==> src/sv/pfc_pkg.sv <==
// ----------------------------------------------------------------------------
// pfc_pkg
// types and constants of the pixel format converter
// ----------------------------------------------------------------------------
`default_nettype none

package pfc_pkg;

  localparam int unsigned ChanW   = 32;
  localparam int unsigned FmtW    = 4;
  localparam int unsigned CfgIdxW = 1;
  localparam int unsigned Lanes   = 4;

  localparam logic [FmtW-1:0]  FmtCount  = 4'd12;
  localparam logic [FmtW-1:0]  FmtReset  = 4'd3;
  localparam logic [ChanW-1:0] BitsOne   = 32'h3F80_0000;
  localparam logic [30:0]      HalfMaxMag = 31'h477F_E000;

  typedef enum logic [1:0] {
    KindUnorm8 = 2'd0,
    KindHalf   = 2'd1,
    KindSingle = 2'd2
  } kind_e;

  typedef enum logic [CfgIdxW-1:0] {
    CfgSrcFmt = 1'b0,
    CfgTgtFmt = 1'b1
  } cfg_idx_e;

  typedef struct packed {
    logic [ChanW-1:0] in_red;
    logic [ChanW-1:0] in_green;
    logic [ChanW-1:0] in_blue;
    logic [ChanW-1:0] in_alpha;
  } pix_in_t;

  typedef struct packed {
    logic [ChanW-1:0] out_red;
    logic [ChanW-1:0] out_green;
    logic [ChanW-1:0] out_blue;
    logic [ChanW-1:0] out_alpha;
  } pix_out_t;

  typedef struct packed {
    logic [CfgIdxW-1:0] index;
    logic [FmtW-1:0]    data;
  } cfg_wr_t;

endpackage

`default_nettype wire

==> src/sv/pfc_if.sv <==
// ----------------------------------------------------------------------------
// pfc_if
// valid/ready channels of the pixel format converter
// ----------------------------------------------------------------------------
`default_nettype none

interface pfc_in_if;
  logic              valid;
  logic              ready;
  pfc_pkg::pix_in_t  data;
  modport source (output valid, output data, input ready);
  modport sink   (input valid, input data, output ready);
endinterface

interface pfc_out_if;
  logic              valid;
  logic              ready;
  pfc_pkg::pix_out_t data;
  modport source (output valid, output data, input ready);
  modport sink   (input valid, input data, output ready);
endinterface

interface pfc_cfg_if;
  logic              valid;
  logic              ready;
  pfc_pkg::cfg_wr_t  data;
  modport source (output valid, output data, input ready);
  modport sink   (input valid, input data, output ready);
endinterface

`default_nettype wire

==> src/sv/pixel_format_converter.sv <==
// ----------------------------------------------------------------------------
// pixel_format_converter
// an accepted input word is registered in color_q, then in out_q, before it shows as output valid
// throughput: one pixel word per cycle while the output is not stalled, in a two-stage lane pipeline
// four lanes decode then encode one channel each; the output register merges
// reset: pipeline empty, source and target formats both RGBA unorm8
// ----------------------------------------------------------------------------
`default_nettype none

module pixel_format_converter (
  input  logic              clk_i,
  input  logic              rst_ni,
  pfc_cfg_if.sink           cfg_i,
  pfc_in_if.sink            in_i,
  pfc_out_if.source         out_o
);

  localparam int unsigned L = pfc_pkg::Lanes;

  // configuration registers
  logic [pfc_pkg::FmtW-1:0] src_fmt_q;
  logic [pfc_pkg::FmtW-1:0] tgt_fmt_q;

  // format decode
  logic           src_ok;
  logic           tgt_ok;
  logic           pass;
  pfc_pkg::kind_e skind;
  pfc_pkg::kind_e tkind;

  // lane words
  logic [pfc_pkg::ChanW-1:0] raw      [L];
  logic [pfc_pkg::ChanW-1:0] dec      [L];
  logic [pfc_pkg::ChanW-1:0] color_d  [L];
  logic [pfc_pkg::ChanW-1:0] color_q  [L];
  logic [pfc_pkg::ChanW-1:0] enc      [L];
  logic [pfc_pkg::ChanW-1:0] res      [L];
  logic [pfc_pkg::ChanW-1:0] pass_mask;

  // pipeline control
  logic              s1_valid_q;
  logic              s2_valid_q;
  logic              s1_en;
  logic              s2_en;
  pfc_pkg::pix_out_t out_d;
  pfc_pkg::pix_out_t out_q;

  // config port never stalls
  assign cfg_i.ready = 1'b1;

  always_ff @(posedge clk_i or negedge rst_ni) begin
    if (!rst_ni) begin
      src_fmt_q <= pfc_pkg::FmtReset;
      tgt_fmt_q <= pfc_pkg::FmtReset;
    end else if (cfg_i.valid) begin
      case (cfg_i.data.index)
        pfc_pkg::CfgSrcFmt: src_fmt_q <= cfg_i.data.data;
        pfc_pkg::CfgTgtFmt: tgt_fmt_q <= cfg_i.data.data;
        default: ;
      endcase
    end
  end

  // the user must change formats only while idle (the block does not enforce it); both stages read them directly
  assign src_ok = src_fmt_q < pfc_pkg::FmtCount;
  assign tgt_ok = tgt_fmt_q < pfc_pkg::FmtCount;
  assign pass   = tgt_ok && (src_fmt_q == tgt_fmt_q);
  assign skind  = pfc_pkg::kind_e'(src_fmt_q[3:2]);
  assign tkind  = pfc_pkg::kind_e'(tgt_fmt_q[3:2]);

  always_comb begin
    case (tkind)
      pfc_pkg::KindUnorm8: pass_mask = 32'h0000_00FF;
      pfc_pkg::KindHalf:   pass_mask = 32'h0000_FFFF;
      default:             pass_mask = 32'hFFFF_FFFF;
    endcase
  end

  assign raw[0] = in_i.data.in_red;
  assign raw[1] = in_i.data.in_green;
  assign raw[2] = in_i.data.in_blue;
  assign raw[3] = in_i.data.in_alpha;

  // stage 1: decode lanes
  for (genvar g = 0; g < L; g++) begin : g_lane
    pfc_decode u_dec (
      .kind_i (skind),
      .raw_i  (raw[g]),
      .flt_o  (dec[g])
    );

    always_comb begin
      if (pass) begin
        // equal, valid formats bypass the float path
        color_d[g] = raw[g] & pass_mask;
      end else if (src_ok && (2'(g) <= src_fmt_q[1:0])) begin
        color_d[g] = dec[g];
      end else if (g == L - 1) begin
        // missing alpha reads as one
        color_d[g] = pfc_pkg::BitsOne;
      end else begin
        color_d[g] = '0;
      end
    end

    always_ff @(posedge clk_i) begin
      if (s1_en && in_i.valid) begin
        color_q[g] <= color_d[g];
      end
    end

    // stage 2: encode lanes
    pfc_encode u_enc (
      .kind_i (tkind),
      .flt_i  (color_q[g]),
      .enc_o  (enc[g])
    );

    always_comb begin
      if (!tgt_ok || (2'(g) > tgt_fmt_q[1:0])) begin
        res[g] = '0;
      end else if (pass) begin
        res[g] = color_q[g];
      end else begin
        res[g] = enc[g];
      end
    end
  end

  // merge lanes into the output word
  assign out_d.out_red   = res[0];
  assign out_d.out_green = res[1];
  assign out_d.out_blue  = res[2];
  assign out_d.out_alpha = res[3];

  // each stage moves when the one after it has room
  assign s2_en      = !s2_valid_q || out_o.ready;
  assign s1_en      = !s1_valid_q || s2_en;
  assign in_i.ready = s1_en;

  always_ff @(posedge clk_i or negedge rst_ni) begin
    if (!rst_ni) begin
      s1_valid_q <= 1'b0;
      s2_valid_q <= 1'b0;
    end else begin
      if (s1_en) s1_valid_q <= in_i.valid;
      if (s2_en) s2_valid_q <= s1_valid_q;
    end
  end

  always_ff @(posedge clk_i) begin
    if (s2_en && s1_valid_q) begin
      out_q <= out_d;
    end
  end

  assign out_o.valid = s2_valid_q;
  assign out_o.data  = out_q;

endmodule

`default_nettype wire

==> src/sv/pfc_decode.sv <==
// ----------------------------------------------------------------------------
// pfc_decode
// one lane: expands a raw channel word to float32 bits
// ----------------------------------------------------------------------------
`default_nettype none

module pfc_decode (
  input  pfc_pkg::kind_e           kind_i,
  input  logic [pfc_pkg::ChanW-1:0] raw_i,
  output logic [pfc_pkg::ChanW-1:0] flt_o
);

  logic [7:0]  x;
  logic [2:0]  p8;
  logic [63:0] rep;
  logic [63:0] rep_sh;
  logic [30:0] u8_mag;
  logic [31:0] u8_bits;
  logic [4:0]  e5;
  logic [9:0]  m10;
  logic [3:0]  q;
  logic [10:0] m_norm;
  logic [31:0] h_bits;

  // unorm8: x/255 in binary is the byte x repeated forever, so the tail past
  // the guard bit is never zero and a set guard bit always rounds up
  always_comb begin
    x  = raw_i[7:0];
    p8 = 3'd0;
    for (int i = 0; i < 8; i++) begin
      if (x[i]) p8 = 3'(i);
    end
    rep    = {8{x}};
    rep_sh = rep << (3'd7 - p8);
    u8_mag = {8'(8'd119 + {5'd0, p8}), rep_sh[62:40]} + {30'd0, rep_sh[39]};
    if (x == 8'd0) begin
      u8_bits = '0;
    end else if (x == 8'hFF) begin
      u8_bits = pfc_pkg::BitsOne;
    end else begin
      u8_bits = {1'b0, u8_mag};
    end
  end

  // half: exact widening, subnormals normalized
  always_comb begin
    e5  = raw_i[14:10];
    m10 = raw_i[9:0];
    q   = 4'd0;
    for (int i = 0; i < 10; i++) begin
      if (m10[i]) q = 4'(i);
    end
    m_norm = {1'b0, m10} << (4'd10 - q);
    if (e5 == 5'h1F) begin
      h_bits = {raw_i[15], 8'hFF, m10, 13'd0};
    end else if (e5 != 5'd0) begin
      h_bits = {raw_i[15], 8'({3'd0, e5} + 8'd112), m10, 13'd0};
    end else if (m10 == 10'd0) begin
      h_bits = {raw_i[15], 31'd0};
    end else begin
      h_bits = {raw_i[15], 8'(8'd103 + {4'd0, q}), m_norm[9:0], 13'd0};
    end
  end

  always_comb begin
    case (kind_i)
      pfc_pkg::KindUnorm8: flt_o = u8_bits;
      pfc_pkg::KindHalf:   flt_o = h_bits;
      default:             flt_o = raw_i;
    endcase
  end

endmodule

`default_nettype wire

==> src/sv/pfc_encode.sv <==
// ----------------------------------------------------------------------------
// pfc_encode
// one lane: encodes float32 bits for the destination channel type
// ----------------------------------------------------------------------------
`default_nettype none

module pfc_encode (
  input  pfc_pkg::kind_e           kind_i,
  input  logic [pfc_pkg::ChanW-1:0] flt_i,
  output logic [pfc_pkg::ChanW-1:0] enc_o
);

  logic        sgn;
  logic [7:0]  ex;
  logic [22:0] man;
  logic        nan;
  // unorm8 path
  logic [31:0] prod;
  logic [23:0] r0;
  logic        g8;
  logic        st8;
  logic [24:0] r8;
  logic [4:0]  sh8;
  logic [24:0] q8;
  logic [7:0]  u8;
  // half path
  logic [31:0] cb;
  logic [7:0]  cex;
  logic [23:0] mfull;
  logic [4:0]  shh;
  logic [24:0] mask;
  logic [24:0] rem;
  logic [24:0] hw;
  logic [10:0] hsub;
  logic [14:0] hn;
  logic [12:0] remn;
  logic [15:0] hb;

  always_comb begin
    sgn  = flt_i[31];
    ex   = flt_i[30:23];
    man  = flt_i[22:0];
    nan  = (ex == 8'hFF) && (man != 23'd0);
    // x*255 rounded to single, then truncated
    prod = 32'({1'b1, man}) * 32'd255;
    if (prod[31]) begin
      r0  = prod[31:8];
      g8  = prod[7];
      st8 = |prod[6:0];
      sh8 = 5'(8'd142 - ex);
    end else begin
      r0  = prod[30:7];
      g8  = prod[6];
      st8 = |prod[5:0];
      sh8 = 5'(8'd143 - ex);
    end
    r8 = {1'b0, r0} + {24'd0, g8 && (st8 || r0[0])};
    q8 = r8 >> sh8;
    if (nan || sgn || (flt_i[30:0] == 31'd0) || (ex < 8'd119)) begin
      u8 = 8'd0;
    end else if (ex >= 8'd127) begin
      u8 = 8'hFF;
    end else begin
      u8 = q8[7:0];
    end
  end

  always_comb begin
    // clamp to the largest half magnitude; infinity is caught here too
    if (!nan && (flt_i[30:0] > pfc_pkg::HalfMaxMag)) begin
      cb = {sgn, pfc_pkg::HalfMaxMag};
    end else begin
      cb = flt_i;
    end
    cex   = cb[30:23];
    mfull = {1'b1, cb[22:0]};
    shh   = 5'(8'd126 - cex);
    mask  = (25'd1 << shh) - 25'd1;
    rem   = {1'b0, mfull} & mask;
    hw    = 25'd1 << (shh - 5'd1);
    hsub  = 11'(mfull >> shh);
    if ((rem > hw) || ((rem == hw) && hsub[0])) begin
      hsub = hsub + 11'd1;
    end
    hn   = {5'(cex - 8'd112), cb[22:13]};
    remn = cb[12:0];
    if ((remn > 13'h1000) || ((remn == 13'h1000) && hn[0])) begin
      hn = hn + 15'd1;
    end
    if (cex == 8'hFF) begin
      hb = {sgn, 15'h7E00};
    end else if (cex > 8'd112) begin
      hb = {sgn, hn};
    end else if (cex < 8'd102) begin
      hb = {sgn, 15'd0};
    end else begin
      hb = {sgn, 4'd0, hsub};
    end
  end

  always_comb begin
    case (kind_i)
      pfc_pkg::KindUnorm8: enc_o = {24'd0, u8};
      pfc_pkg::KindHalf:   enc_o = {16'd0, hb};
      default:             enc_o = flt_i;
    endcase
  end

endmodule

`default_nettype wire

==> src/flat_wrapper.sv <==
// flat-port wrapper written by rule: the top's interface ports become plain ports
module pixel_format_converter_flat 
  (clk_i, rst_ni, cfg_i_valid, cfg_i_data, cfg_i_ready, in_i_valid, in_i_data, in_i_ready, out_o_valid, out_o_data, out_o_ready);
  pfc_cfg_if cfg_i_i ();
  pfc_in_if in_i_i ();
  pfc_out_if out_o_i ();
  input  logic clk_i;
  input  logic rst_ni;
  input wire logic [$bits(cfg_i_i.valid)-1:0] cfg_i_valid;
  input wire logic [$bits(cfg_i_i.data)-1:0] cfg_i_data;
  output wire logic [$bits(cfg_i_i.ready)-1:0] cfg_i_ready;
  input wire logic [$bits(in_i_i.valid)-1:0] in_i_valid;
  input wire logic [$bits(in_i_i.data)-1:0] in_i_data;
  output wire logic [$bits(in_i_i.ready)-1:0] in_i_ready;
  output wire logic [$bits(out_o_i.valid)-1:0] out_o_valid;
  output wire logic [$bits(out_o_i.data)-1:0] out_o_data;
  input wire logic [$bits(out_o_i.ready)-1:0] out_o_ready;
  assign cfg_i_i.valid = cfg_i_valid;
  assign cfg_i_i.data = cfg_i_data;
  assign cfg_i_ready = cfg_i_i.ready;
  assign in_i_i.valid = in_i_valid;
  assign in_i_i.data = in_i_data;
  assign in_i_ready = in_i_i.ready;
  assign out_o_valid = out_o_i.valid;
  assign out_o_data = out_o_i.data;
  assign out_o_i.ready = out_o_ready;
  pixel_format_converter u_core (.clk_i(clk_i), .rst_ni(rst_ni), .cfg_i(cfg_i_i), .in_i(in_i_i), .out_o(out_o_i));
endmodule
==> config.mk <==
export PLATFORM = sky130hd
export DESIGN_NAME = pixel_format_converter_flat
export DESIGN_NICKNAME = d
export VERILOG_FILES = /design/src/sv/pfc_pkg.sv /design/src/sv/pfc_if.sv /design/src/sv/pixel_format_converter.sv /design/src/sv/pfc_decode.sv /design/src/sv/pfc_encode.sv /design/src/flat_wrapper.sv
export SDC_FILE = /design/constraint.sdc
export NUM_CORES = 2
export LEC_CHECK = 0
export BUFFER_PORTS_ARGS = -buffer_cell sky130_fd_sc_hd__buf_2
export CAP_MARGIN = 20
export CORE_MARGIN = 1
export CORE_UTILIZATION = 48
export CTS_CLUSTER_SIZE = 20
export DETAILED_ROUTE_END_ITERATION = 10
export PLACE_DENSITY = 0.66
export SLEW_MARGIN = 10
export SYNTH_ARGS = -nofsm -noshare
export SYNTH_HDL_FRONTEND = slang
export SYNTH_SLANG_ARGS = --single-unit
==> constraint.sdc <==
create_clock -name clk_i -period 8.9 [get_ports clk_i]
set_input_delay 0.445 -clock clk_i [delete_from_list [all_inputs] [get_ports clk_i]]
set_output_delay 0.445 -clock clk_i [all_outputs]
set_load 0.01 [all_outputs]
== Yosys cells after proc, flatten, opt, wreduce, memory -nomap -nowiden ==
Memories as Yosys holds them, arrays and structs flattened.
Cells that the tools add are included.
Storage, ports and cells
  output and inout bits: 131
  logic and storage cells: 422
  memories: 1
  flip-flop bits (word level): 138
  bits in writable memories: 128
Operators by class
  $lt $le $gt $ge: 38
  $add $sub $neg: 60
  reduce and logical (&&, ||, !) cells: 96
  equal/unequal tests: 27
  multiply operators: 4
  bitwise operators: 9
  mux-type cells: 155
  shift-type cells: 24
Memories
  u_core.color_q: words 4, bits a word 32, read ports 4, clocked after memory_dff 0, wr ports 4, line pixel_format_converter.sv:35  | logic [pfc_pkg::ChanW-1:0] color_q [L];
Operators with widths (count)
  2-to-1 mux 31 bit: 24
  one-hot mux 32 bit (2 select lines): 9
  2-to-1 mux 32 bit: 12
  << shifter 64 x 3 -> 63 bit: 4
  << shifter 1 x 5 -> 25 bit, first input constant: 8
  2-to-1 mux 15 bit: 12
  bitwise AND 32 bit: 4
  multiplier 24 x 8 -> 32 bit, second input constant: 4
  2-to-1 mux 4 bit: 32
  adder 31 x 1 -> 31 bit: 4
  > comparator 31 bit, second input constant: 4
  logical NOT 31 bit: 4
  adder 24 x 1 -> 25 bit: 4
  bitwise AND 24 x 25 -> 25 bit: 4
  == test 25 bit: 4
  > comparator 25 bit: 4
  >> shifter 25 x 5 -> 8 bit: 4
  subtractor 25 x 1 -> 25 bit, second input constant: 4
  == test 8 bit, second input constant: 12
  2-to-1 mux 24 bit: 4
  >> shifter 24 x 5 -> 11 bit: 4
  nonzero test 23 bit: 4
  2-to-1 mux 11 bit: 8
  2-to-1 mux 3 bit: 24
  other kinds (39): 212

== Longest topological paths before layout ==
An unclocked memory read counts as a cell.
  depth in word-level cells: 19
  depth in mapped cells: 47

== By module ==
A second synthesis with hierarchy kept.
Second synthesis, totals
  cells, all modules: 8702
  area, all modules: 66657.7 µm²
Modules (own cells, without submodules)
  pixel_format_converter: area an instance 12664.6 µm², cells each 1197, seq. area each 7942.6 µm², times used 1
  pfc_encode at u_core.g_lane[3].u_enc: area an instance 12300.5 µm², cells each 1662, seq. area each 0.0 µm², times used 1
  pfc_encode at u_core.g_lane[1].u_enc: area an instance 11659.9 µm², cells each 1595, seq. area each 0.0 µm², times used 1
  pfc_encode at u_core.g_lane[0].u_enc: area an instance 11458.5 µm², cells each 1567, seq. area each 0.0 µm², times used 1
  pfc_encode at u_core.g_lane[2].u_enc: area an instance 11317.1 µm², cells each 1557, seq. area each 0.0 µm², times used 1
  pfc_decode: area an instance 1814.2 µm², cells each 281, seq. area each 0.0 µm², times used 4

== Least setup slack after synthesis ==
OpenSTA, ideal clock, no wires.
  path type: flip-flop to flip-flop
  start point: mem u_core.color_q[0][23] (netlist bit)
  end point: reg u_core.out_q, in the netlist u_core.out_o.data[102] (data pin)
  arrival time: 9.087 ns
  setup slack: -0.441 ns
  stages on the path, launching flop included: 46
  clock period less this slack: 9.341 ns
  buffers on the path: 11
  setup time: 0.254 ns
  cells stage by stage: edfxtp_1 > clkbuf_1 > inv_1 > clkbuf_1 > clkbuf_1 > clkbuf_1 > ha_1 > and4_1 > a31oi_1 > o31ai_1 > nand2_1 > clkbuf_1 > clkbuf_1 > nand2_1 > inv_1 > ha_1 > buf_1 > xnor2_1 > [10 not listed] > nor2_1 > o21ai_0 > a22oi_1 > ha_1 > nand3_1 > nor2_1 > nand2_1 > or3_1 > or4_1 > nand2b_1 > a21oi_1 > a2bb2oi_1 > nand4_1 > nor2_1 > xnor2_1 > a2111oi_0 > o211ai_1 > o21a_1
RTL lines
  start: declaration: line pixel_format_converter.sv:35
  end signal: assignment: line pixel_format_converter.sv:153  | out_q <= out_d;
  end: declaration: line pixel_format_converter.sv:46  | pfc_pkg::pix_out_t out_q;

==> results.md <==
- Slew headroom: 0.140
- Fin crit period: 8570 ps
- First-pass GRT wire length: 387,000 um
- Synthesis-stage register bit count: 266
- Max incr delay on CP: 610 ps
- Most frequent CP cell: nand2_1
- Crit path launch type: flip-flop
- Largest delay share family, worst path: simple AND/OR/NAND/NOR gates
- Chip width: 362 um
- Post-synthesis instance area: 0.0622 mm2
- Wire length per cell: 25.5 um
- Largest net degree at the start of global routing: 64
- Sequential cell area: 0.00794 mm2
- Top_reg_cell synth: edfxtp_1
- HP Class: input pin to flip-flop
- Total nets after synthesis: 9,068
- Most common cell in the netlist: nand2_1
- Gr ovfl total: 0
- Routability cong.: 1.04
- Vias: 66.5k
- Slowest-stage cell, CP: edfxtp_1
- Register area share after synthesis: 0.128
- Post-synth EDFFs: 256
- H-tree lvl count: 2
- Die area: 0.131 mm2
- Worst Tran Pin Value: 1290 ps
- Setup violations, final: 0
- Vias in the first global route: 62.2k
- Peak Freq: 117 MHz
- Die Y-Extent: 362 um
- TritonCTS Buffers: 38
- Share of the synthesized area in the top cell type: 0.138
- CTS max path bufs: 3
- Commonest cells post-synth: nand2_1, inv_1, nor2_1
- Worst-path fanout max: 7
- Antenna violations before repair: 22
- CP required: 9280 ps
- Area leader, netlist: fa_1
- # port buffers: 267
- DRT antenna net count: 0
- Max_cap viols: 0
- Final period utilization: 0.962
- Iteration-0 DRC count of the detailed router: 8,854
- I/O pin cnt: 269
- Final hold slack: 41.1 ps
- Final net count: 9,414
- Placeable Area: 0.128 mm2
- GRT Util Overall: 0.380
- Post-route DRC: 0
- Status: completed
- Critical path buffers and inverters: 3
- CTS root buf: clkbuf_16
- Crit path kind: flip-flop to flip-flop
- Vias per std cell: 6.55
- Async set-reset flop share out of synthesis: 0.0376
- HPWL Detailed: 208,000 um
- Post-Route WL: 259,000 um
- Setup skew after layout: 23.1 ps
- Fillers: 12.4k
- Crit end category: flip-flop
- Syn Inst Count: 8,044
- Synth unique cells: 137
- Fraction of layout instances using a drive strength above 1: 0.131
- WP data arrival: 8950 ps
- Num rows: 131
- Clock transition at path regs: 60 ps
- Drt pass-1 iters: 7
- Syn Area/Cell: 7.74 um2
- Main area contributors after synthesis: fa_1, edfxtp_1, ha_1, nand2_1, inv_1
- Multi-input gate area: 0.0496 mm2
- Synthesis Warnings: 0
- Clk Latency, worst-skew pair: 620 ps
- Hold Fails Final Rpt: 0
- Fin. max-slew vios: 0
- CTS tree: done
- P&R area growth vs syn: 11.3%
- CTS sink count: 266
- Initial Utilization: 0.486
[layer usage]
layer,track usage,vias up,wire length (um)
li1,-,29842,-
met3,0.0797,622,27700
met1,0.540,32213,110000
met5,0,-,142
met4,0.133,22,10700
met2,0.568,3790,110000
[cell type report]
| type | count | share of cell area |
|---|---|---|
| multi-input cells | 6518 | 0.717 |
| flip-flops and latches | 266 | 0.115 |
| repair buffers | 773 | 0.0752 |
| inverters | 793 | 0.0431 |
| well taps | 1729 | 0.0312 |
| clock buffers | 42 | 0.0143 |
| clock inverters | 25 | 0.00452 |
| diodes | 9 | 0.000325 |
[path summary, 6_finish.rpt]
| kind | cells after the start | to | slack (ps) | startpoint |
|---|---|---|---|---|
| worst max-delay path | 34 | u_core.out_o.data[102] | 330 | u_core.color_q[0][23] |
| min in group asynchronous | 2 | u_core.s1_valid_q | 220 | rst_ni |
| worst max register to register | 34 | u_core.out_o.data[102] | 330 | u_core.color_q[0][23] |
| worst min-delay path | 2 | u_core.s1_valid_q | 40 | in_i_valid |
| max in group asynchronous | 2 | u_core.tgt_fmt_q[1] | 8390 | rst_ni |
| worst min register to register | 1 | u_core.out_o.valid | 490 | u_core.s1_valid_q |
[registers in the layout, summed over array words and instances, names as in the netlist]
register and flops:
u_core.src_fmt_q 4, u_core.out_o.data 128, u_core.color_q 128, u_core.s1_valid_q 1, u_core.out_o.valid 1, u_core.tgt_fmt_q 4
[cell usage in the layout (no fill, tap or decap), types with 55 or more instances in the layout]
master / n
a31oi_1: 104
o21a_1: 66
nand3_1: 261
or3_1: 80
inv_1: 779
o31ai_1: 68
nor2_1: 587
nand2b_1: 55
a22o_1: 55
fa_1: 428
ha_1: 454
nor3_1: 256
nor4_1: 71
o21ai_0: 466
o211ai_1: 115
a21o_1: 111
mux2i_1: 197
and3_1: 105
a211oi_1: 98
nand2_1: 821
and2_1: 78
buf_2: 267
buf_4: 499
nand4_1: 145
a21oi_1: 507
xor2_1: 109
xnor2_1: 248
edfxtp_1: 256
[timing repair]
item / 4_1_cts / 5_1_grt
resized for setup: 0 / 42
hold buffers: 1 / 0
hold endpoints to repair: 10 / 0
endpoints found under the setup margin: 0 / 33
setup buffers: 0 / 75
[metrics by stage]
stage | cell area, um2 | cells | setup TNS (ps) | utilization | worst slack [ps]
after global placement | 67100 | 10001 | 0 | 0.525 | 381
after global routing | 69200 | 10151 | -10.0 | 0.541 | -4.10
after CTS | 68500 | 10070 | 0 | 0.535 | 126
final | 69200 | 10155 | 0 | 0.541 | 334
after floorplan | 62300 | 8044 | -17.4 | - | -17.4
after detailed placement | 67200 | 10002 | 0 | 0.525 | 165
[worst register-to-register path: cells and delay by family (launching register included)]
family | cells | cell delay [ps]
AND/OR/NAND/NOR | 16 | 3180
AO/OA/AOI/OAI | 11 | 3100
adder cells (fa/ha/maj) | 3 | 760
flip-flops | 1 | 610
buffers and inverters | 3 | 440
XOR/XNOR | 1 | 230
[cells by family after synthesis]
| kind of cell | synth area share |
|---|---|
| AND/OR/NAND/NOR | 0.214 |
| multiplexers | 0.0456 |
| flip-flops | 0.128 |
| AO/OA/AOI/OAI | 0.253 |
| other | 0.0000603 |
| XOR/XNOR | 0.0515 |
| adder cells (fa/ha/maj) | 0.230 |
| buffers and inverters | 0.0781 |
Power is left out: the tool's default activity adds up to more than one toggle a clock period on the data nets, which glitch-free logic cannot reach.
